--- config.mk ---
export PLATFORM = sky130hd
export DESIGN_NAME = csb_fifo
export DESIGN_NICKNAME = d
export VERILOG_FILES = /design/src/hw/rtl/csb_fifo.sv
export SDC_FILE = /design/constraint.sdc
export NUM_CORES = 1
export LEC_CHECK = 0
export ABC_AREA = 1
export BUFFER_PORTS_ARGS = -buffer_cell sky130_fd_sc_hd__buf_2
export CAP_MARGIN = 5
export CORE_MARGIN = 3
export CORE_UTILIZATION = 59
export DETAILED_ROUTE_END_ITERATION = 6
export GPL_ROUTABILITY_DRIVEN = 0
export GPL_TIMING_DRIVEN = 0
export PLACE_DENSITY = 0.82
export SLEW_MARGIN = 20
export SYNTH_ARGS = -nofsm -noshare
export SYNTH_HDL_FRONTEND = slang
export SYNTH_SLANG_ARGS = --single-unit
--- constraint.sdc ---
create_clock -name clk -period 3.3 [get_ports clk]
set_clock_uncertainty 0.1 [all_clocks]
set_input_delay 0.33 -clock clk [delete_from_list [all_inputs] [get_ports clk]]
set_output_delay 0.33 -clock clk [all_outputs]
set_load 0.01 [all_outputs]
--- src/hw/rtl/csb_fifo.sv ---
`default_nettype none

// Small register FIFO. The caller never pushes when full or pops when empty.
module csb_fifo #(
  parameter int WIDTH = 8,
  parameter int DEPTH = 4,
  localparam int PW = $clog2(DEPTH),
  localparam int CW = $clog2(DEPTH + 1)
) (
  input  wire logic             clk,
  input  wire logic             rst,
  input  wire logic             push,
  input  wire logic [WIDTH-1:0] din,
  input  wire logic             pop,
  output logic      [WIDTH-1:0] head,
  output logic      [CW-1:0]    count
);

  logic [WIDTH-1:0] mem [DEPTH];
  logic [PW-1:0] wptr;
  logic [PW-1:0] rptr;
  logic [PW-1:0] wptr_next;
  logic [PW-1:0] rptr_next;

  assign wptr_next = (wptr == PW'(DEPTH - 1)) ? '0 : wptr + 1'b1;
  assign rptr_next = (rptr == PW'(DEPTH - 1)) ? '0 : rptr + 1'b1;
  assign head = mem[rptr];

  always_ff @(posedge clk) begin
    if (push) begin
      mem[wptr] <= din;
    end
  end

  always_ff @(posedge clk) begin
    if (rst) begin
      wptr  <= '0;
      rptr  <= '0;
      count <= '0;
    end else begin
      if (push) begin
        wptr <= wptr_next;
      end
      if (pop) begin
        rptr <= rptr_next;
      end
      case ({push, pop})
        2'b10: count <= count + 1'b1;
        2'b01: count <= count - 1'b1;
        default: count <= count;
      endcase
    end
  end

endmodule

`default_nettype wire

### Word level (Yosys, flattened, before mapping)

Memories as Yosys holds them, arrays and structs flattened. A register that Yosys moved wholly into a read port is not among the register bits.
Index checks and enable logic that the tools add are counted.

| storage, ports and cells | value |
|---|---|
| flip-flop bits (word level) | 7 |
| RAM bits | 32 |
| bits of input ports | 12 |
| memories | 1 |

Memory list:

| memory | depth | bits a word | rd ports | clocked after memory_dff | wr ports | line | RTL |
|---|---|---|---|---|---|---|---|
| mem | 4 | 8 | 1 | 1 | 1 | 19 | `logic [WIDTH-1:0] mem [DEPTH];` |

| cells by class | value |
|---|---|
| add/subtract/negate cells | 4 |
| equality and inequality tests | 4 |
| multiplexer cells | 7 |
| reduce and logical (&&, ||, !) cells | 1 |

Operators with widths:

| operator | count |
|---|---|
| 2-bit 2-to-1 mux | 4 |
| 2-bit == test, second input constant | 3 |
| 3-bit one-hot mux with 2 select lines | 1 |
| 2-bit by 1-bit adder with 2-bit output, second input constant | 2 |
| 3-bit by 1-bit adder with 3-bit output, second input constant | 1 |
| 3-bit by 1-bit subtractor with 3-bit output, second input constant | 1 |
| 2-bit by 1-bit == test with 1-bit output, second input constant | 1 |
| 1-bit 2-to-1 mux | 2 |
| 2-bit nonzero test | 1 |

### Depth between registers and ports, before layout

Gate-level depths: netlist of the first run.

| logic depth | value |
|---|---|
| depth after elaboration | 4 |
| mapped depth | 8 |

### Worst setup path after synthesis of the first run

OpenSTA, ideal clock, no wires.

| path | value |
|---|---|
| path kind | input -> register |
| start point | input port push |
| end point | register count[2] |
| setup time | 0.064 ns |
| arrival | 1.325 ns |
| slack | 1.811 ns |
| stages on the path | 8 |
| buffers on the path | 0 |
| cells stage by stage | inv_1 > ha_1 > fa_1 > nand2_1 > nand2_1 > nor2_1 > nor2_1 > nor2_1 |

| on the way | value |
|---|---|
| word-level cells in the longest chain between the ends | 2 |
| elaborated cells on any way between the ends | 4 |
| those cells by class | 2 x eq/ne; 1 x mux; 1 x reduce/logical |

RTL lines:

| what | line | RTL |
|---|---|---|
| start: declaration | 12 | `input wire logic push,` |
| 2-bit by 1-bit == test with 1-bit output / 2-bit == test (equally long branches) | 47 | `case ({push, pop})` |
| 3-bit one-hot mux with 2 select lines / 2-bit nonzero test (equally long branches) | - |  |
| end signal: assignment | 48 | `2'b10: count <= count + 1'b1;` |
| end signal: assignment | 49 | `2'b01: count <= count - 1'b1;` |
| end signal: assignment | 50 | `default: count <= count;` |
| end: declaration | 16 | `output logic [CW-1:0] count` |

Parallel ways exist; a longest one is shown, timed or not.
A chain may end at the register's enable or synchronous reset.

==> reports/summary.txt, run 1 <==
Final cycle utilization of the critical path -> 59.36%
R2r setup slk -> 1.93 ns
CP bufs+invs -> 3
Vias/cell -> 5.684
P&R area growth vs syn -> 15.23%
Rows -> 18
Number of nets in the layout -> 181
Synth Flop Type -> edfxtp_1
Power Total -> 1131 µW
Final Hold Fails -> 0
Initial antenna violation count -> 0
Sequential-to-total area share from yosys stat -> 69.46%
WP data required -> 2.87 ns
Top Usage Layer GRT -> met2
H-tree Lvls -> 2
Largest net degree at the start of global routing -> 14
Setup Viol. Count Final -> 0
Commonest cells post-synth -> 32 x edfxtp_1, 24 x nor2_1, 15 x o21ai_0
Syn Inst Count -> 133
Max-slew violations -> 0
CP top delay family -> flip-flops
Die area -> 3453 µm²
Clk pin slew, worst setup/hold paths -> 0.12 ns
Max Freq -> 510.5 MHz
M3 GR Usage -> 5.702%
Core area -> 2567 µm²
Reg-to-Reg End -> count[2]$_SDFFE_PP0P_
Syn avg cell area -> 12.35 µm²
Synth top area cells -> edfxtp_1 58%, dfxtp_1 11%, nor2_1 5.5%
Synth cell types -> 19
FF+latch count, synth -> 41
GRT overflow -> 0
Pwr/cell area -> 597.7 nW/µm²
GRT Util Overall -> 20.83%
TritonRoute pass-1 iters -> 4
Setup Crit Path Kind -> reg -> out
Synth Warn # -> 0
Die extent in y -> 58.77 µm
CP max stage cell -> dfxtp_1
Worst VDD drop -> 0.5920 mV
Net Switching -> 258.2 µW
Wire per inst -> 15.96 µm
Pleak -> 0.0007762 µW
Count leader, synth -> edfxtp_1
Clock sink count -> 41
Tmin final -> 1.959 ns
Post-synth ARST share -> 0%
Post-DP HPWL -> 2130 µm
Post-synth EDFFs -> 32
PnR worst setup slack -> 1.341 ns
Starting DRT DRC Count -> 64
DP Worst Slack -> 1.516 ns
Instance count on the critical path -> 5
Setup_tns -> 0 ns
Area share of the largest cell type after synthesis -> 58.49%
CP startpoint kind -> flop
Number of global-route vias before repair -> 1109
Combinational fraction of design power -> 11.5%
Root Driver -> clkbuf_4
Flop pwr share -> 53.7%
Synth Cell Area -> 1643 µm²
Met1 global-route usage -> 23.89%
Layout cells sized above 1 -> 22.70%
# IOs -> 23
Post-CTS Setup Inserts -> 0
Port Buffers -> 22
Post-cts hold buffer count -> 0
Worst-path cell chain -> inv_2, buf_6, nor2_1, o22ai_1, buf_2
FF-to-FF path depth -> 6
Worst setup path end -> head[1]
Clk buf depth -> 2
Met2 usage -> 35.49%
Max_cap viols -> 0
Post-CTS resize count -> 0
Via count -> 1097
Critical register-to-register path startpoint -> count[0]$_SDFFE_PP0P_
Crit path DAT -> 1.53 ns
Detail Route Antenna Nets -> 0
Synthesized net count -> 152
Tightest Pin Transition -> 0.4044 ns
Diode count -> 0
Slew headroom -> 73.01%
Clock buffer count from CTS -> 5
Clk pwr share -> 34.8%
Chip Width -> 58.77 µm
Hold Path Class -> in -> reg
Clk_lat worst skew -> 0.35 ns
Sw Share -> 22.82%
Global-route wire length before repair -> 5175 µm
RSZ-0062 raised after global routing -> false
CTS tree -> done
Internal power -> 873.2 µW
CP endpoint kind -> output port
CP peak stage delay -> 0.54 ns
CP max FO -> 10
Initial core utilization -> 63.99%
Outcome -> finished clean
DRT Wirelength -> 3081 µm
Area leader, netlist -> edfxtp_1
# DRC -> 0
-- worst min-delay path by stage --
stage | start | end | slack [ns] | cells past startpoint
floorplan | rst | count[0]$_SDFFE_PP0P_ | 0.30 | 1
global placement | rptr[0]$_SDFFE_PP0P_ | rptr[0]$_SDFFE_PP0P_ | 0.38 | 2
detailed placement | rptr[0]$_SDFFE_PP0P_ | flop | 0.41 | 2
CTS | din[0] | mem[3][0]$_DFFE_PP_ | 0.08 | 1
global route | din[0] | mem[3][0]$_DFFE_PP_ | 0.08 | 1
finish | din[0] | mem[3][0]$_DFFE_PP_ | 0.09 | 1
-- registers in the layout, summed over array words and instances (netlist names), named ones only --
register	flops
mem	32
count	3
rptr	2
wptr	2
-- power by group through the flow --
stage | logic, µW | clock network [µW] | registers, µW
6_report | 131 | 394 | 607
2_1_floorplan | 78.2 | 0 | 616
3_5_place_dp | 132 | 0 | 619
3_3_place_gp | 124 | 0 | 616
4_1_cts | 132 | 395 | 607
5_1_grt | 148 | 421 | 610
-- final cells by class --
class / count / area, µm²
plain buffers: 2 / 22.52
clock buffers: 5 / 37.54
clock inverters: 3 / 65.06
fillers: 183 / 674.4
inverters: 14 / 52.55
multi-input cells: 76 / 426.7
flip-flops and latches: 41 / 1141
well taps: 30 / 37.54
repair buffers: 22 / 110.1
-- routing by layer --
layer	wire length, µm	vias up
met5	0	-
met4	72	0
met3	177	9
met2	1610	46
met1	1220	522
li1	-	520
-- placed cells by master (no fill, tap or decap) --
cell type,netlist,final
clkinv_2,0,1
o21ai_2,2,2
dfxtp_1,9,9
nor3_1,1,1
inv_2,1,1
nand2_1,10,10
clkbuf_4,0,5
buf_6,2,2
a21oi_1,2,2
inv_1,13,13
nor2_2,2,2
xor2_1,1,1
o21ai_0,15,15
ha_1,6,6
o21ai_1,2,2
fa_1,1,1
edfxtp_1,32,32
bufinv_16,0,2
xnor2_1,1,1
nor2_1,24,24
buf_2,0,22
o22ai_1,8,8
nand4_1,1,1
-- logic make-up after synthesis --
family	synth area share, %
flip-flops	69.46
AND/OR/NAND/NOR	9.216
AO/OA/AOI/OAI	9.901
buffers and inverters	4.570
adder cells (fa/ha/maj)	5.788
XOR/XNOR	1.066
-- per-stage QoR --
| step | util [%] | instances | cell area, µm² | hold slack, ns |
|---|---|---|---|---|
| floorplan | - | 133 | 1643 | 0.3024 |
| global placement | 69.74 | 185 | 1790 | 0.3844 |
| detailed placement | 69.74 | 185 | 1790 | 0.4091 |
| CTS | 73.73 | 193 | 1893 | 0.08266 |
| global route | 73.73 | 193 | 1893 | 0.07622 |
| finish | 73.73 | 193 | 1893 | 0.09122 |
(Power assumes the default switching activity.)
==> run 2, diff against run 1 <==
- CORE_UTILIZATION: 59 -> 55
- PLACE_DENSITY: 0.82 -> 0.77
- clock period: 3.3 -> 1.83 ns (I/O delays scaled with it)
==> run 2 against run 1 <==
  * Clock power rose by 14%
  * Sequential cell count did not move
  * Sequential power rose by 80%
  * Critical path type unchanged
  * Largest power group unchanged
  * Highest routed layer unchanged
==> reports/summary.txt, run 2 (same netlist as run 1, synthesis figures left out) <==
Outcome -> finished clean
Initial antenna violation count -> 0
Detail Route Antenna Nets -> 0
Clk_lat worst skew -> 0.35 ns
Hold Path Class -> in -> reg
Die area -> 3679 µm²
CTS tree -> done
# DRC -> 0
Met3 WL post-DR -> 116 µm
# IOs -> 23
Highest-count cells in the layout ignoring fill and taps -> 32 x edfxtp_1, 24 x nor2_1, 22 x buf_2
Final core occ -> 69.22%
CP peak stage delay -> 0.40 ns
Port Buffers -> 22
Pwr/cell area -> 920.5 nW/µm²
CP endpoint kind -> output port
Max_cap viols -> 0
Final Hold Fails -> 0
Chip Width -> 60.66 µm
Number of nets in the layout -> 190
P&R area growth vs syn -> 18.20%
Largest net degree at the start of global routing -> 15
Most common cell after layout, fill and taps aside -> edfxtp_1
Power Total -> 1787 µW
CP startpoint kind -> flop
Rows -> 19
Placed cell area -> 1792 µm²
WP data required -> 1.55 ns
Die extent in y -> 60.66 µm
Max Freq -> 588.5 MHz
DRT Wirelength -> 2932 µm
Routed wl met2 -> 1640 µm
Worst-path cell chain -> inv_1, o21ai_0, o22ai_1, buf_2
Layout cells sized above 1 -> 22.67%
Setup_tns -> 0 ns
Largest regs -> mem x32, count x3
Setup Viol. Count Final -> 0
Wire per inst -> 14.44 µm
Pleak -> 0.0007913 µW
Vias/cell -> 5.374
Clock sink count -> 41
Worst VDD drop -> 0.6648 mV
Starting DRT DRC Count -> 54
Uppermost layer routed -> met4
Max-slew violations -> 0
Max FFs per register -> 32
Slew headroom -> 71.88%
GRT Util Overall -> 18.06%
GRT overflow -> 0
Post-DP HPWL -> 1998 µm
Diode count -> 0
TritonRoute pass-1 iters -> 4
Filler cells -> 215
Crit path DAT -> 1.42 ns
Global-route wire length before repair -> 4636 µm
Post-route cell area -> 1942 µm²
Clock buffer count from CTS -> 5
Hold Worst Slack -> 0.03335 ns
Via count -> 1091
Clk pin slew, worst setup/hold paths -> 0.13 ns
Number of global-route vias before repair -> 1065
CP max FO -> 9
Clk buf depth -> 2
Tightest Pin Transition -> 0.4213 ns
Most flop-heavy register -> mem
Final cycle utilization of the critical path -> 92.85%
Met1 wire length -> 1121 µm
RSZ-0062 raised after global routing -> false
Tmin final -> 1.699 ns
CP max stage cell -> dfxtp_2
H-tree Lvls -> 2
Setup Crit Path Kind -> reg -> out
Core area -> 2805 µm²
Root Driver -> clkbuf_4
Initial core utilization -> 58.56%
-- run 2: worst max-delay path, delay by kind of cell, from the launching register on --
kind            cells  cell delay [ns]
buf+inv             2             0.38
flops               1             0.40
compound gates      2             0.27
-- run 2: final timing paths --
kind,from,end,slack [ns],cells after the start
max,flop,head[1],0.13,4
min reg2reg,count[2]$_SDFFE_PP0P_,count[2]$_SDFFE_PP0P_,0.42,2
max reg2reg,count[0]$_SDFFE_PP0P_,count[2]$_SDFFE_PP0P_,0.44,6
min,pop,rptr[0]$_SDFFE_PP0P_,0.03,3
-- run 2: stage by stage --
step | worst slack, ns | std cells
CTS | 0.01897 | 203
detailed placement | 0.1828 | 186
global placement | 0.2707 | 186
finish | 0.1309 | 203
floorplan | 0.4880 | 133
global route | 0.01910 | 203
-- run 2: timing repair --
item	in CTS	in global routing
endpoints found under the setup margin	0	8
gates resized for setup	0	2
buffers inserted	0	0
endpoints found under the hold margin	36	0
hold buffers	9	0
-- run 2: where the power goes --
part           internal, µW  leakage (µW)  total (µW)  switching (µW)
Clock                   151     0.0000321         448             297
Sequential             1060      0.000369        1090            33.0
Combinational           104      0.000390         245             141
-- run 2: metal layers --
metal,vias to the layer above,track usage (%)
met4,0,8.359
li1,539,-
met3,4,5.745
met1,529,19.07
met2,19,32.52
met5,-,0
-- run 2: cell type report --
| type | count | area (µm²) | area share [%] |
|---|---|---|---|
| Sequential cell | 41 | 1144 | 58.89 |
| Multi-Input combinational cell | 76 | 426.7 | 21.97 |
| Timing Repair Buffer | 31 | 200.2 | 10.31 |
| Inverter | 14 | 52.55 | 2.706 |
| Tap cell | 31 | 38.79 | 1.997 |
| Clock buffer | 5 | 37.54 | 1.933 |
| Buffer | 2 | 22.52 | 1.160 |
| Clock inverter | 3 | 20.02 | 1.031 |
==> run 3, diff against run 2 <==
- ABC_AREA: 1 -> unset
==> run 3 against run 2 <==
  * Setup slack lost 0.073 ns
  * Fmax shrank 4.1%
  * Design area shrank 1.2%
  * Sequential share of layout area grew 0.66 points
  * Largest power group unchanged
  * Worst hold slack gained 0.031 ns
  * Non-clock buffer count is the same
  * Largest cell class unchanged
==> reports/summary.txt, run 3 <==
Core area -> 2613 µm²
Count leader, synth -> edfxtp_1
Number of global-route vias before repair -> 836
CP max FO -> 8
WP data required -> 1.55 ns
Area share of the largest cell type after synthesis -> 60.66%
Commonest cells post-synth -> 32 x edfxtp_1, 9 x dfxtp_1, 8 x mux4_2
Highest-count cells in the layout ignoring fill and taps -> 32 x edfxtp_1, 21 x buf_2, 9 x dlygate4sd3_1
Number of nets in the layout -> 141
Most flop-heavy register -> mem
Largest regs -> mem x32, count x3
Post-synth ARST share -> 0%
# DRC -> 0
Root Driver -> clkbuf_4
Most common cell after layout, fill and taps aside -> edfxtp_1
# placed instances -> 136
Initial core utilization -> 60.63%
Post-synthesis simple-gate area fraction -> 4.344%
Clk buf depth -> 2
Post-DP HPWL -> 1654 µm
CTS tree -> done
Global-route wire length before repair -> 4043 µm
Chip Width -> 59.67 µm
Pleak -> 0.0007280 µW
Worst-path cell chain -> buf_12, mux4_2, buf_2
Starting DRT DRC Count -> 20
Synth cell types -> 17
Synth Area in Adders -> 6.003%
Synth top area cells -> edfxtp_1 61%, dfxtp_1 11%, mux4_2 11%
CP top delay family -> multiplexers
RSZ-0062 raised after global routing -> true
DP Worst Slack -> 0.05395 ns
CP peak stage delay -> 0.50 ns
FF+latch count, synth -> 41
Worst VDD drop -> 0.8093 mV
CP bufs+invs -> 2
Die area -> 3560 µm²
Detail Route Antenna Nets -> 0
Synth Cell Area -> 1584 µm²
Setup Viol. Count Final -> 0
Syn avg cell area -> 18.86 µm²
Pwr/cell area -> 957.5 nW/µm²
H-tree Lvls -> 2
Setup Crit Path Kind -> reg -> out
Clock buffer count from CTS -> 5
GRT overflow -> 0
GRT Util Overall -> 16.61%
CP startpoint kind -> flop
Diode count -> 0
DRT Wirelength -> 2353 µm
Hold Path Class -> in -> reg
Rows -> 18
Mux contribution to synthesized area -> 13.27%
Slew headroom -> 71.83%
Power Total -> 1837 µW
CP endpoint kind -> output port
Synth Warn # -> 0
# IOs -> 23
Final Hold Fails -> 0
Via count -> 817
Vias/cell -> 5.340
PnR worst setup slack -> 0.05810 ns
Max_cap viols -> 0
P&R area growth vs syn -> 21.09%
Max Freq -> 564.4 MHz
Largest family of logic cells by synthesized area -> multiplexers
Wire per inst -> 15.38 µm
Final cycle utilization of the critical path -> 96.83%
TritonRoute pass-1 iters -> 4
Met1 wire length -> 995 µm
Crit path DAT -> 1.49 ns
CP max stage cell -> mux4_2
Setup_tns -> 0 ns
Post-synth EDFFs -> 32
Clk_lat worst skew -> 0.34 ns
Max FFs per register -> 32
Die extent in y -> 59.67 µm
Layout cells sized above 1 -> 32.52%
Initial antenna violation count -> 0
Uppermost layer routed -> met4
Complex-gate fraction of the synthesized area -> 1.264%
Routed wl met2 -> 1169 µm
Syn Inst Count -> 84
Synth Flop Type -> edfxtp_1
Largest net degree at the start of global routing -> 13
Fin cells -> 153
Met3 WL post-DR -> 128 µm
Clk pin slew, worst setup/hold paths -> 0.11 ns
Outcome -> finished clean
Tmin final -> 1.772 ns
Clock sink count -> 41
Synthesized net count -> 103
Max-slew violations -> 0
Sequential-to-total area share from yosys stat -> 72.04%
Post-CTS Setup Inserts -> 0
Area leader, netlist -> edfxtp_1
Tightest Pin Transition -> 0.4226 ns
XOR/XNOR Fraction of Synth Area -> 1.106%
Port Buffers -> 22
[run 3: cell count changes after synthesis, sizes merged, moves of 2 or more]
cell   change
and2       +4
mux4       +8
mux2i      +3
o21ai     -18
nor2      -20
o22ai      -8
nor3b      +2
nand2     -10
inv       -10
[run 3: cell families after synthesis]
| family | count (synthesis) |
|---|---|
| mux | 11 |
| buf+inv | 6 |
| flops | 41 |
| simple gates | 13 |
| fa+ha+maj | 7 |
| xor+xnor | 2 |
| compound gates | 4 |
[run 3: path summary, 6_finish.rpt]
kind,startpoint,to,slack [ns],cells after the start
setup reg to reg,count[0]$_SDFFE_PP0P_,count[2]$_SDFFE_PP0P_,0.26,4
setup / recovery,flop,head[6],0.06,3
hold / removal,push,wptr[1]$_SDFFE_PP0P_,0.06,3
hold reg to reg,count[2]$_SDFFE_PP0P_,count[2]$_SDFFE_PP0P_,0.40,2
[run 3: timing repair]
action,4_1_cts,5_1_grt
hold buffers,9,0
setup endpoints to repair,2,8
pin swaps,0,0
gates resized for setup,1,3
endpoints found under the hold margin,41,0
[run 3: report_power, final]
group	switching (µW)	leakage [µW]	internal [µW]	total (µW)
logic	103	0.000316	116	219
clock network	270	0.0000437	272	542
registers	23.0	0.000368	1050	1080
total	396	0.000728	1440	1840
[run 3: routing by layer]
| metal | GRT usage [%] | vias to the layer above |
|---|---|---|
| li1 | - | 397 |
| met1 | 20.24 | 395 |
| met2 | 25.46 | 19 |
| met3 | 6.048 | 6 |
| met4 | 9.494 | 0 |
| met5 | 0 | - |
[run 3: layout make-up]
cell class | count | area (µm²)
buffer | 2 | 25.02
tap | 30 | 37.54
timing repair buffer | 31 | 206.4
fill | 176 | 694.4
clock buffer | 8 | 80.08
inverter | 4 | 15.01
multi-input combinational | 37 | 411.6
sequential | 41 | 1142
[run 3: worst min-delay path: stages]
cell     delay (ns)
buf_2          0.13
mux2i_1        0.08
nor2_1         0.08
[run 3: per-stage QoR]
| step | instance area [µm²] | util [%] | hold slack [ns] |
|---|---|---|---|
| floorplan | 1584 | - | 0.1521 |
| global placement | 1732 | 66.28 | 0.2965 |
| detailed placement | 1732 | 66.28 | 0.3077 |
| CTS | 1903 | 72.84 | 0.05215 |
| global route | 1918 | 73.42 | 0.08084 |
| finish | 1918 | 73.42 | 0.06424 |
