--- src/hw/rtl/csb_pkg.sv ---
`default_nettype none

package csb_pkg;

  // Clip register widths and reset values.
  localparam int CLIP_X_W = 9;
  localparam int CLIP_Y_W = 8;
  localparam int CFG_W = 9;
  localparam logic [CLIP_X_W-1:0] CLIP_RIGHT_RST = 9'd319;
  localparam logic [CLIP_Y_W-1:0] CLIP_BOTTOM_RST = 8'd199;

  // Screen coordinates: 16-bit signed origin plus a 16-bit unsigned count.
  localparam int COORD_W = 18;

  // Queue between classifier and draw pipeline, and the reply queue.
  localparam int Q_DEPTH = 4;
  localparam int Q_CNT_W = $clog2(Q_DEPTH + 1);
  localparam int OUT_DEPTH = 4;
  localparam int OUT_CNT_W = $clog2(OUT_DEPTH + 1);

  typedef enum logic [1:0] {
    KIND_HEADER,
    KIND_PIXEL,
    KIND_TABLE,
    KIND_READ
  } kind_t;

  typedef enum logic [1:0] {
    MODE_COPY,
    MODE_SKIP_ZERO,
    MODE_XLATE_SRC,
    MODE_XLATE_DST
  } mode_t;

  typedef enum logic {
    REPLY_WRITE,
    REPLY_READ
  } reply_kind_t;

  typedef enum logic [1:0] {
    REG_CLIP_LEFT,
    REG_CLIP_TOP,
    REG_CLIP_RIGHT,
    REG_CLIP_BOTTOM
  } cfg_reg_t;

  typedef struct packed {
    kind_t              kind;
    logic signed [15:0] origin_x;
    logic signed [15:0] origin_y;
    logic [15:0]        sprite_width;
    logic [15:0]        sprite_height;
    mode_t              draw_mode;
    logic [7:0]         pixel_index;
    logic [7:0]         table_slot;
    logic [7:0]         table_value;
    logic [15:0]        read_address;
  } item_t;

  typedef struct packed {
    reply_kind_t reply_kind;
    logic [15:0] frame_address;
    logic [7:0]  frame_value;
  } reply_t;

  // Work handed from the classifier to the draw pipeline.
  typedef struct packed {
    kind_t       op;
    mode_t       mode;
    logic [7:0]  data;
    logic [7:0]  slot;
    logic [15:0] reply_addr;
    logic        zero_read;
  } cmd_t;

endpackage

`default_nettype wire

--- src/hw/rtl/csb_front.sv ---
`default_nettype none

// Accepts words, tracks the sprite raster position, clips pixels and
// turns each word that needs the frame store or the table into a command.
module csb_front #(
  parameter int SCREEN_WIDTH = 320,
  parameter int SCREEN_HEIGHT = 200,
  localparam int FRAME_SIZE = SCREEN_WIDTH * SCREEN_HEIGHT,
  localparam int FA_W = $clog2(FRAME_SIZE),
  localparam int CW = $clog2(SCREEN_WIDTH),
  localparam int RW = $clog2(SCREEN_HEIGHT)
) (
  input  wire logic                    clk,
  input  wire logic                    rst,
  input  wire logic                    cfg_we,
  input  wire logic [1:0]              cfg_index,
  input  wire logic [csb_pkg::CFG_W-1:0] cfg_data,
  input  wire logic                    item_valid,
  input  wire csb_pkg::item_t          item,
  output logic                         item_stall,
  input  wire logic                    busy,
  input  wire logic                    q_full,
  output logic                         push,
  output csb_pkg::cmd_t                push_cmd,
  output logic      [FA_W-1:0]         push_addr
);

  localparam int CO = csb_pkg::COORD_W;

  logic [csb_pkg::CLIP_X_W-1:0] clip_left;
  logic [csb_pkg::CLIP_Y_W-1:0] clip_top;
  logic [csb_pkg::CLIP_X_W-1:0] clip_right;
  logic [csb_pkg::CLIP_Y_W-1:0] clip_bottom;

  logic signed [15:0] cur_origin_x;
  logic signed [15:0] cur_origin_y;
  logic [15:0]        cur_width;
  logic [15:0]        cur_height;
  csb_pkg::mode_t     cur_mode;
  logic [15:0]        column_count;
  logic [15:0]        row_count;

  logic               f1_v;
  csb_pkg::kind_t     f1_kind;
  csb_pkg::mode_t     f1_mode;
  logic signed [CO-1:0] f1_col;
  logic signed [CO-1:0] f1_row;
  logic [7:0]         f1_data;
  logic [7:0]         f1_slot;
  logic [15:0]        f1_raddr;

  logic               accept;
  logic               pixel_live;
  logic               col_wrap;
  logic               load_f1;
  logic               drain;
  logic signed [CO-1:0] col_at;
  logic signed [CO-1:0] row_at;

  logic [CO-2:0]      col_u;
  logic [CO-2:0]      row_u;
  logic               in_clip;
  logic               skip;
  logic [31:0]        addr_full;
  logic               has_work;

  assign item_stall = busy || (f1_v && q_full);
  assign accept = item_valid && !item_stall;
  assign drain = f1_v && !q_full;

  assign pixel_live = (cur_width != 16'd0) && (row_count < cur_height);
  assign col_wrap = ({1'b0, column_count} + 17'd1) >= {1'b0, cur_width};
  assign col_at = CO'(cur_origin_x) + CO'($signed({1'b0, column_count}));
  assign row_at = CO'(cur_origin_y) + CO'($signed({1'b0, row_count}));

  always_comb begin
    load_f1 = 1'b0;
    if (accept) begin
      case (item.kind)
        csb_pkg::KIND_PIXEL: load_f1 = pixel_live;
        csb_pkg::KIND_TABLE: load_f1 = 1'b1;
        csb_pkg::KIND_READ: load_f1 = 1'b1;
        default: load_f1 = 1'b0;
      endcase
    end
  end

  // Clip registers.
  always_ff @(posedge clk) begin
    if (rst) begin
      clip_left   <= '0;
      clip_top    <= '0;
      clip_right  <= csb_pkg::CLIP_RIGHT_RST;
      clip_bottom <= csb_pkg::CLIP_BOTTOM_RST;
    end else if (cfg_we) begin
      case (cfg_index)
        csb_pkg::REG_CLIP_LEFT: clip_left <= cfg_data[csb_pkg::CLIP_X_W-1:0];
        csb_pkg::REG_CLIP_TOP: clip_top <= cfg_data[csb_pkg::CLIP_Y_W-1:0];
        csb_pkg::REG_CLIP_RIGHT: clip_right <= cfg_data[csb_pkg::CLIP_X_W-1:0];
        csb_pkg::REG_CLIP_BOTTOM: clip_bottom <= cfg_data[csb_pkg::CLIP_Y_W-1:0];
        default: clip_left <= clip_left;
      endcase
    end
  end

  // Sprite header and raster position.
  always_ff @(posedge clk) begin
    if (rst) begin
      cur_origin_x <= '0;
      cur_origin_y <= '0;
      cur_width    <= '0;
      cur_height   <= '0;
      cur_mode     <= csb_pkg::MODE_COPY;
      column_count <= '0;
      row_count    <= '0;
    end else if (accept && item.kind == csb_pkg::KIND_HEADER) begin
      cur_origin_x <= item.origin_x;
      cur_origin_y <= item.origin_y;
      cur_width    <= item.sprite_width;
      cur_height   <= item.sprite_height;
      cur_mode     <= item.draw_mode;
      column_count <= '0;
      row_count    <= '0;
    end else if (accept && item.kind == csb_pkg::KIND_PIXEL && pixel_live) begin
      if (col_wrap) begin
        column_count <= '0;
        row_count    <= row_count + 16'd1;
      end else begin
        column_count <= column_count + 16'd1;
      end
    end
  end

  always_ff @(posedge clk) begin
    if (rst) begin
      f1_v <= 1'b0;
    end else if (load_f1) begin
      f1_v <= 1'b1;
    end else if (drain) begin
      f1_v <= 1'b0;
    end
  end

  always_ff @(posedge clk) begin
    if (load_f1) begin
      f1_kind  <= item.kind;
      f1_mode  <= cur_mode;
      f1_col   <= col_at;
      f1_row   <= row_at;
      f1_data  <= (item.kind == csb_pkg::KIND_TABLE) ? item.table_value : item.pixel_index;
      f1_slot  <= item.table_slot;
      f1_raddr <= item.read_address;
    end
  end

  // Clip test and frame address of the classified word.
  assign col_u = f1_col[CO-2:0];
  assign row_u = f1_row[CO-2:0];
  assign in_clip = !f1_col[CO-1] && !f1_row[CO-1] &&
                   (col_u >= (CO-1)'(clip_left)) && (col_u <= (CO-1)'(clip_right)) &&
                   (row_u >= (CO-1)'(clip_top)) && (row_u <= (CO-1)'(clip_bottom)) &&
                   (col_u < (CO-1)'(SCREEN_WIDTH)) && (row_u < (CO-1)'(SCREEN_HEIGHT));
  assign skip = (f1_mode != csb_pkg::MODE_COPY) && (f1_data == 8'd0);
  assign addr_full = 32'(f1_row[RW-1:0]) * 32'(SCREEN_WIDTH) + 32'(f1_col[CW-1:0]);

  always_comb begin
    has_work = 1'b0;
    push_cmd.op = f1_kind;
    push_cmd.mode = f1_mode;
    push_cmd.data = f1_data;
    push_cmd.slot = f1_slot;
    push_cmd.reply_addr = 16'(addr_full);
    push_cmd.zero_read = 1'b0;
    push_addr = FA_W'(addr_full);
    case (f1_kind)
      csb_pkg::KIND_PIXEL: has_work = in_clip && !skip;
      csb_pkg::KIND_TABLE: has_work = 1'b1;
      csb_pkg::KIND_READ: begin
        has_work = 1'b1;
        push_cmd.reply_addr = f1_raddr;
        push_cmd.zero_read = 32'(f1_raddr) >= 32'(FRAME_SIZE);
        push_addr = FA_W'(f1_raddr);
      end
      default: has_work = 1'b0;
    endcase
  end

  assign push = drain && has_work;

endmodule

`default_nettype wire

--- config.mk ---
export PLATFORM = sky130hd
export DESIGN_NAME = csb_front
export DESIGN_NICKNAME = d
export VERILOG_FILES = /design/src/hw/rtl/csb_pkg.sv /design/src/hw/rtl/csb_front.sv
export SDC_FILE = /design/constraint.sdc
export NUM_CORES = 1
export LEC_CHECK = 0
export BUFFER_PORTS_ARGS = -buffer_cell sky130_fd_sc_hd__clkbuf_2
export CORE_ASPECT_RATIO = 0.7
export CORE_UTILIZATION = 30
export CTS_CLUSTER_SIZE = 12
export DETAILED_ROUTE_END_ITERATION = 12
export PLACE_DENSITY = 0.54
export SETUP_SLACK_MARGIN = 0.2
export SYNTH_ARGS = -nofsm -noshare
export SYNTH_HDL_FRONTEND = slang
export SYNTH_SLANG_ARGS = --single-unit
--- constraint.sdc ---
create_clock -name clk -period 10.49 [get_ports clk]
set_input_delay 1.049 -clock clk [delete_from_list [all_inputs] [get_ports clk]]
set_output_delay 1.049 -clock clk [all_outputs]
set_load 0.02 [all_outputs]
**After elaboration in Yosys (flattened, before gate mapping)**

Cells that the tools add are included.

- Input port bits: 125
- Memory bits (writable): 0
- Flip-flop bits (word level): 205
- Word-level logic and storage cells: 90
- Memories kept: 0
- Output and inout port bits: 55
- ROM bits: 0
- Bits in latches: 0

- $lt $le $gt $ge: 9
- Multiplexer cells: 9
- Bitwise operators: 0
- Reduce and logical (&&, ||, !) cells: 37
- Add/subtract/negate cells: 6
- $mul: 1
- Shifts and indexed selects: 0
- Eq/ne operators: 9
- Divide/modulo/power cells: 0

Operators with widths:

| kind | number |
|---|---|
| 16-bit by 17-bit adder with 18-bit output | 2 |
| 16-bit by 1-bit adder with 16-bit output, second input constant | 2 |
| 16-bit two-way mux | 2 |
| 16-bit by 1-bit adder with 17-bit output, second input constant | 1 |
| 17-bit by 16-bit >= comparator with 1-bit output | 1 |
| 17-bit by 8-bit >= comparator with 1-bit output | 1 |
| 17-bit by 9-bit >= comparator with 1-bit output | 1 |
| 17-bit by 8-bit less-or-equal comparator with 1-bit output | 1 |
| 17-bit by 9-bit less-or-equal comparator with 1-bit output | 1 |
| 1-bit logical AND | 17 |
| 17-bit by 8-bit less-than comparator with 1-bit output, second input constant | 1 |
| 17-bit by 9-bit less-than comparator with 1-bit output, second input constant | 1 |
| 17-bit two-way mux | 1 |
| 16-bit by 9-bit adder with 16-bit output | 1 |
| 16-bit >= comparator, second input constant | 1 |
| 16-bit less-than comparator | 1 |
| 16-bit nonzero test | 1 |
| 2-bit equality test, second input constant | 6 |
| 8-bit by 3-bit multiplier with 10-bit output, second input constant | 1 |
| 2-bit AND reduction | 5 |
| 8-bit zero test | 1 |
| 8-bit two-way mux | 1 |
| 2-bit by 1-bit equality test with 1-bit output, second input constant | 3 |
| 2-bit OR reduction | 3 |
| 6 further kinds | 15 |

**Logic depth before layout (Yosys ltp)**

Gate-level depths: netlist of run 1.

- Depth after elaboration: 11
- Depth in mapped cells: 16

**Least setup slack after synthesis of run 1**

OpenSTA, ideal clock, no wires.

- Path kind: reg2out
- Start point: reg f1_row[1]
- End point: out push_cmd[16] (netlist bit)
- Arrival: 3.132 ns
- Cell stages (with the launch flop): 10
- Path buffers: 1
- Path slack: 6.309 ns
- Path through: edfxtp_1 > ha_1 > ha_1 > inv_1 > fa_1 > nor3b_1 > or3b_2 > or4b_1 > nand3_1 > buf_4

RTL lines:

| element | RTL line | RTL |
|---|---|---|
| start, declared | csb_front.sv:47 | `logic signed [CO-1:0] f1_row;` |
| start signal, assigned | csb_front.sv:149 | `f1_row <= row_at;` |
| end, declared | csb_front.sv:24 | `output csb_pkg::cmd_t push_cmd,` |

==> results of run 1 <==
[how the worst min path moves through the flow]
stage | to | slack, ps | cells after the start
after detailed placement | f1_mode[0] | 430 | 0
final | f1_mode[0] | 440 | 0
after global placement | f1_mode[0] | 430 | 0
after global routing | f1_mode[0] | 450 | 0
after floorplan | f1_mode[0] | 410 | 0
after CTS | f1_mode[0] | 440 | 0
[kinds of logic after synthesis]
logic type      after synthesis  synth area share
simple gates                476            0.1928
compound gates              300            0.1606
flops                       205            0.4028
buf+inv                     167           0.06048
fa+ha+maj                   120            0.1279
xor+xnor                     44           0.03217
mux                          26           0.02329
[worst max-delay path, cell delays in order (launching register included)]
cell and delay (ps):
edfxtp_1 490, ha_1 330, ha_1 210, inv_1 70
fa_1 450, nor3b_1 440, or3b_2 490, or4b_1 470
nand3_1 120, clkbuf_2 180
[where the power goes]
part	switching, mW	internal, mW
clock network	0.349	0.491
registers	0.0143	0.845
logic	0.136	0.0822
total	0.499	1.42
[metrics by stage]
step	std cells	worst slack, ps	instance area [um^2]	utilization
after floorplan	1338	6309	11980	-
after CTS	2025	5618	14040	0.3611
after detailed placement	1984	6205	13260	0.3409
after global routing	2025	5376	14040	0.3611
final	2025	5658	14040	0.3611
after global placement	1984	6215	13260	0.3409
[cells in the final DEF, fill, tap and decap left out, types with 30 or more instances in the layout]
cell type    n
nand2_1    204
nand3_1     30
clkbuf_2   178
a21oi_1    138
ha_1       116
inv_1       99
nor2_1      69
edfxtp_1    72
dfxtp_1    133
xnor2_1     32
[state kept, by name (all words and copies together) (netlist names)]
register	flops
cur_mode	2
clip_top	8
f1_raddr	16
cur_height	16
clip_right	9
f1_col	18
f1_mode	2
column_count	16
cur_width	16
f1_row	18
cur_origin_y	16
f1_v	1
row_count	16
cur_origin_x	16
clip_bottom	8
f1_data	8
f1_kind	2
clip_left	9
f1_slot	8
[final cells by class]
type                    instances  area [um^2]
clock inverters                 6        40.04
multi-input cells             966         6446
fillers                      4114        24840
well taps                     527        659.4
inverters                     100        376.6
clock buffers                  35        745.7
flip-flops and latches        205         4825
repair buffers                186        950.9
[layer usage]
layer	part of all wire	routed length, um	GRT usage
met3	0.044	1431	0.02554
met4	0.020	652	0.03467
met1	0.53	17220	0.2392
met2	0.41	13230	0.2361
met5	0	0	0
==> impl_metrics.toml, run 1 <==
[run_status]
status = "completed"

[routing]
vias = 9950
drt_iter0_drc = 592
wl_mm = 32.53
dr.pass1.iters = 5
antenna_left = 0
remaining_drc_errors = 0
vias_per_cell = 4.914
avgRoutedWirePerCell_um = 16.06

[sta]
relSlewSlack = 0.2499
setup_violations = 0
fin_skew_ps = 43.58
timing.final.crit_period_ps = 4832
fmax_mhz = 207.0
fin_hold_ws_ps = 437.4
finalMaxSlewViolations = 0
worstMarginPinSlew_ps = 1120
hold_violations = 0
rsz0062_at_grt = "no"
tns_ps = 0
fin_crit_sh = 0.4606

[setup_path]
required_ps = 9440
r2r_slack_ps = 6520
reg2regPathDepth = 13
setup.worst_path.end = "push_cmd[16]"
r2r_start = "column_count[0]"
worstSetupPathType = "register to output pin"
cp-start-kind = "register"
path_max_fanout = 5
endpoint_kind = "output pin"
r2r-end = "column_count[0]"
critPathLaunch = "f1_row[3]"
arrival_ps = 3780

[global_route]
antenna_found_initial = 0
grt_max_degree = 78
grt-ovfl-total = 0
grt_usage = 0.1591
grt_pass1_wl_mm = 51.30
grt_pass1_vias = 9527

[synth]
yosysTopAreaCell = "dfxtp_1"
yosysSeqAreaShare = 0.4028
yosysTopAreaCellShare = 0.2223
synth_most_common_cell = "nand2_1"
avgSynthCellArea_um2 = 8.952
yosys_warnings = 0
synth_cell_types = 64
synth_common_cells = "nand2_1, a21oi_1, dfxtp_1"
async_flop_share = 0
netlist_instances = 1338
ys_seq_elements = 205
syn_area_um2 = 11980
synth_edf_count = 72
synthFlopType = "dfxtp_1"
ys_top_cells_by_area = "dfxtp_1, edfxtp_1, ha_1, nand2_1, a21oi_1"
syn-num-nets = 1583

[clocking]
cts_tree = "done"
numCtsBuffers = 24
cts_setup_buffers = 0
clock_sinks = 205
cts_root_buf = "clkbuf_16"
htreeDepth = 1
cts_buffer_depth = 3
clkTransAtPathRegs_ps = 60
cts-resized-gates = 0
clk_latency_ps = 560
cts-hold-fix-buffers = 0

[worst_hold_path]
min_from = "cur_mode[0]"
hp-class = "register to register"

[power]
total_power_mw = 1.918
vdd_drop_max_mv = 0.1213
leakagePower_nw = 5.707
power_density_nw_per_um2 = 136.6

[floorplan]
die_h_um = 169.2
start_util = 0.3080
floorplan.io_pins = 180
core_area_um2 = 38890
num_rows = 60
die_x_um = 240.8
die_area_um2 = 40740

[placement]
portBuffers = 179
finalWeightedCongestion = 0.8815
dp_hpwl_mm = 24.44

[cells_and_area]
diodes = 0
synthToLayoutAreaGrowth_pct = 17.25
fin_nets = 1728
drive_gt1_frac = 0.1762

[job]
drv_cap = 0
(Power assumes the default switching activity.)
==> run 2, diff against run 1 <==
==> constraint.sdc (replaced) <==
create_clock -name clk -period 4.9 [get_ports clk]
set_input_delay 0.49 -clock clk [delete_from_list [all_inputs] [get_ports clk]]
set_output_delay 0.49 -clock clk [all_outputs]
set_load 0.02 [all_outputs]
==> run 2 against run 1 <==
  * Non-clock buffer count up 1
  * Flip-flop and latch count did not move
  * Clock power up 110%
  * Power is 110% higher
  * Design area rose by 0.16%
  * Cell count increased by 0.20%
  * Combinational power is 120% higher
  * Hold slack lost 300 ps
  * Clock-buffer cell count is 3 higher
  * Critical endpoint is now push_addr[15]
  * Register-to-register slack worse by 5500 ps
  * Routed wire length is 0.24% lower
==> impl_metrics.toml, run 2 (synthesis gave the netlist of run 1 again) <==
[run_status]
status = "completed"

[power]
p_clk_frac = 0.438
power_density_nw_per_um2 = 292.3
switching_power_mw = 1.057
internal_power_mw = 3.055
total_power_mw = 4.112
combPwrFrac = 0.114
leakagePower_nw = 5.720
vdd_drop_max_mv = 0.2084
switching_share = 0.2569
p_seq_frac = 0.448

[global_route]
grt_pass1_wl_mm = 51.63
grt_usage = 0.1594
antenna_found_initial = 0
grt_pass1_vias = 9341
grt_max_degree = 71
grt-ovfl-total = 0

[placement]
finalWeightedCongestion = 0.8436
dp_hpwl_mm = 24.80
portBuffers = 179

[sta]
worstMarginPinSlew_ps = 1081
fmax_mhz = 236.6
relSlewSlack = 0.2760
hold_violations = 0
fin_crit_sh = 0.8626
rsz0062_at_grt = "no"
setup_violations = 0
tns_ps = 0
fin_skew_ps = 19.55
timing.final.crit_period_ps = 4227
finalMaxSlewViolations = 0

[cells_and_area]
synthToLayoutAreaGrowth_pct = 17.43
drive_gt1_frac = 0.1791
reg_top3 = "f1_col x18, f1_row x18"
final_common_cell = "nand2_1"
fin_nets = 1729
nFillCells = 4048
final_cell_mix = "nand2_1, clkbuf_2, a21oi_1"
diodes = 0

[clocking]
cts_buffer_depth = 3
cts_setup_buffers = 0
cts-resized-gates = 0
numCtsBuffers = 24
clock_sinks = 205
clkTransAtPathRegs_ps = 60
cts_tree = "done"
cts-hold-fix-buffers = 0
clk_latency_ps = 540
cts_root_buf = "clkbuf_16"
htreeDepth = 1

[routing]
remaining_drc_errors = 0
dr.pass1.iters = 5
wl_mm = 32.45
vias = 9974
antenna_left = 0
drt_iter0_drc = 615
vias_per_cell = 4.916
avgRoutedWirePerCell_um = 15.99

[job]
drv_cap = 0

[setup_path]
endpoint_kind = "output pin"
r2r_slack_ps = 990
cp-start-kind = "register"
worstSetupPathType = "register to output pin"
arrival_ps = 3740
path_common_cell = "ha_1"
r2r-end = "row_count[11]"
max_stage_delay_ps = 490
required_ps = 4410
path_max_fanout = 5
crit_slowest_cell = "or3b_2"
critPathLaunch = "f1_row[1]"
path_cells = "ha_1 -> ha_1 -> inv_1 -> fa_1 -> nor3b_1 -> or3b_2 -> or4b_1 -> nand3_1 -> clkbuf_2"
r2r_start = "column_count[0]"
reg2regPathDepth = 13

[floorplan]
die_h_um = 169.2
num_rows = 60
start_util = 0.3080
core_area_um2 = 38890
die_area_um2 = 40740
floorplan.io_pins = 180
die_x_um = 240.8

[worst_hold_path]
min_from = "item[2]"
hold-path-endpoint = "f1_raddr[2]"
hp-class = "input pin to register"
whs_path_depth = 1
==> run 2: cell types whose count changed in the layout (fill, tap and decap cells not counted), sizes merged <==
cell	previous run	this run
clkinvlp	0	1
clkinv	7	3
clkbuf	213	216
inv	99	102
buf	8	9
==> run 2: worst max path at each step <==
stage,endpoint,slack (ps),depth (start not counted)
finish,push_addr[15],670,9
global placement,row_count[11],1220,13
CTS,push_addr[15],610,9
global route,push_cmd[16],480,9
floorplan,f1_col[0],1090,10
detailed placement,row_count[11],1060,13
==> run 2: worst max-delay path, delay by kind of cell, from the launching register on <==
kind	cells	cell delay, ps
and+or+nand+nor	4	1490
adders and majority gates	3	990
DFF	1	480
buffers and inverters	2	250
==> run 2: area by class of cell <==
| class | count | area, um^2 | area share |
|---|---|---|---|
| multi-input combinational | 966 | 6446 | 0.4583 |
| sequential | 205 | 4825 | 0.3430 |
| timing repair buffer | 187 | 958.4 | 0.06814 |
| clock buffer | 38 | 764.5 | 0.05435 |
| tap | 527 | 659.4 | 0.04688 |
| inverter | 100 | 376.6 | 0.02677 |
| clock inverter | 6 | 36.28 | 0.002580 |
==> run 2: layer usage <==
metal	part of all wire	wire length (um)	global-route usage
met1	0.52	16980	0.2451
met2	0.41	13200	0.2304
met3	0.050	1612	0.02440
met4	0.020	662	0.03495
met5	0	0	0
==> run 2: through the flow <==
stage | instances | setup WS, ps | cell area [um^2] | hold slack, ps | utilization
4_1_cts | 2029 | 614.2 | 14070 | 107.6 | 0.3617
2_1_floorplan | 1338 | 1086 | 11980 | 408.1 | -
3_3_place_gp | 1985 | 1224 | 13270 | 419.7 | 0.3411
3_5_place_dp | 1985 | 1063 | 13270 | 417.8 | 0.3411
6_report | 2029 | 673.0 | 14070 | 140.8 | 0.3617
5_1_grt | 2029 | 478.0 | 14070 | 112.0 | 0.3617
==> run 2: power by group through the flow <==
stage,combinational [mW],sequential (mW),clock [mW]
after floorplan,0.325,1.87,0
final,0.469,1.84,1.80
after global routing,0.523,1.85,1.94
after global placement,0.466,1.88,0
after detailed placement,0.471,1.88,0
after CTS,0.474,1.84,1.86
==> run 3, diff against run 2 <==
--- a/config.mk
+++ b/config.mk
@@ -10,7 +10,6 @@
 export CORE_UTILIZATION = 30
 export CTS_CLUSTER_SIZE = 12
 export DETAILED_ROUTE_END_ITERATION = 12
-export PLACE_DENSITY = 0.54
 export SETUP_SLACK_MARGIN = 0.2
 export SYNTH_ARGS = -nofsm -noshare
 export SYNTH_HDL_FRONTEND = slang
==> run 3 against run 2 <==
  * Clock power hardly changed
  * Routed wire length is 1.4% higher
  * Global-route usage hardly changed
  * Critical path type unchanged
  * Die area stayed put
  * Design area is 0.18% lower
  * Highest routed layer unchanged
==> impl_metrics.toml, run 3 (synthesis gave the netlist of run 1 again) <==
[floorplan]
core_area_um2 = 38890
num_rows = 60
die_h_um = 169.2
start_util = 0.3080
floorplan.io_pins = 180
die_area_um2 = 40740
die_x_um = 240.8

[cells_and_area]
synthToLayoutAreaGrowth_pct = 17.23
final_area_um2 = 14040
drive_gt1_frac = 0.1750
final_common_cell = "nand2_1"
reg_top3 = "f1_col x18, f1_row x18"
fin_nets = 1730
final_cell_mix = "nand2_1, clkbuf_2, a21oi_1"
diodes = 0
nFillCells = 4043
stdcell_count = 2030

[routing]
dr.pass1.iters = 6
avgRoutedWirePerCell_um = 16.22
drt_iter0_drc = 656
remaining_drc_errors = 0
antenna_left = 0
vias = 10149
vias_per_cell = 5.000
wl_mm = 32.92

[setup_path]
path_max_fanout = 5
required_ps = 4410
cp-start-kind = "register"
r2r_start = "column_count[0]"
worstSetupPathType = "register to output pin"
arrival_ps = 3800
critPathLaunch = "f1_row[1]"
endpoint_kind = "output pin"

[sta]
rsz0062_at_grt = "no"
tns_ps = 0
fin_crit_sh = 0.8762
worstMarginPinSlew_ps = 1088
hold_violations = 0
fmax_mhz = 232.9
setup_violations = 0
relSlewSlack = 0.2715
timing.final.crit_period_ps = 4293
finalMaxSlewViolations = 0
fin_skew_ps = 14.56
fin_ws_ps = 606.7

[power]
vdd_drop_max_mv = 0.2243
leakagePower_nw = 5.693
power_density_nw_per_um2 = 291.4

[global_route]
grt_pass1_vias = 9608
grt_pass1_wl_mm = 51.60
grt_usage = 0.1597
antenna_found_initial = 0
grt-ovfl-total = 0
grt_max_degree = 69

[clocking]
cts_buffer_depth = 3
cts-resized-gates = 0
cts_root_buf = "clkbuf_16"
cts-hold-fix-buffers = 0
cts_setup_buffers = 0
clock_sinks = 205
clkTransAtPathRegs_ps = 60
htreeDepth = 1
clk_latency_ps = 540
cts_tree = "done"
numCtsBuffers = 25

[placement]
placedCellCount = 1985
place_area_um2 = 13270
finalWeightedCongestion = 0.8511
portBuffers = 179
place_ws_ps = 1065
dp_hpwl_mm = 25.01

[run_status]
status = "completed"

[job]
drv_cap = 0

[worst_hold_path]
hp-class = "input pin to register"
min_from = "item[6]"
==> run 3: cell types whose count changed in the layout (fill, tap and decap cells not counted) <==
cell / before / now
clkbuf_1: 4 / 10
clkbuf_8: 9 / 4
inv_4: 3 / 0
clkbuf_16: 25 / 26
clkinv_1: 0 / 1
clkinv_2: 3 / 2
clkinvlp_4: 1 / 2
inv_6: 0 / 1
==> run 3: critical path, cell delays in order, from the launching register on <==
cell      delay (ps)
edfxtp_1         470
ha_1             330
ha_1             220
inv_1             70
fa_1             460
nor3b_1          440
or3b_2           500
or4b_1           470
nand3_1          130
clkbuf_2         180
==> run 3: power by group <==
group / switching [mW] / internal [mW]
clock network: 0.745 / 1.03
logic: 0.293 / 0.177
registers: 0.0310 / 1.81
==> run 3: final cells by class <==
cell class	count	area, um^2	area share
flip-flops and latches	205	4825	0.3436
clock buffers	40	743.2	0.05293
repair buffers	187	958.4	0.06826
multi-input cells	966	6446	0.4591
well taps	527	659.4	0.04696
clock inverters	5	32.53	0.002317
inverters	100	376.6	0.02682
==> run 3: through the flow <==
step,power (mW),utilization,hold slack [ps]
after floorplan,2.198,-,408.1
after global placement,2.342,0.3411,416.5
after detailed placement,2.350,0.3411,421.6
after CTS,4.150,0.3611,101.3
after global routing,4.270,0.3611,106.7
final,4.091,0.3611,129.6
==> run 3: path summary, 6_finish.rpt <==
path                                      end  slack [ps]  cells after the start
worst min register to register     f1_mode[0]         440                      0
worst max-delay path            push_addr[15]         610                      9
worst max register to register  row_count[11]        1010                     13
worst min-delay path              f1_raddr[6]         130                      1
==> run 3: per-layer routing <==
layer  up-vias  wire (um)  global-route usage
met5         -          0                   0
met4         0        758             0.03963
met3        46       1726             0.02668
met2       253      13720              0.2362
met1      4760      16710              0.2382
li1       5090          -                   -
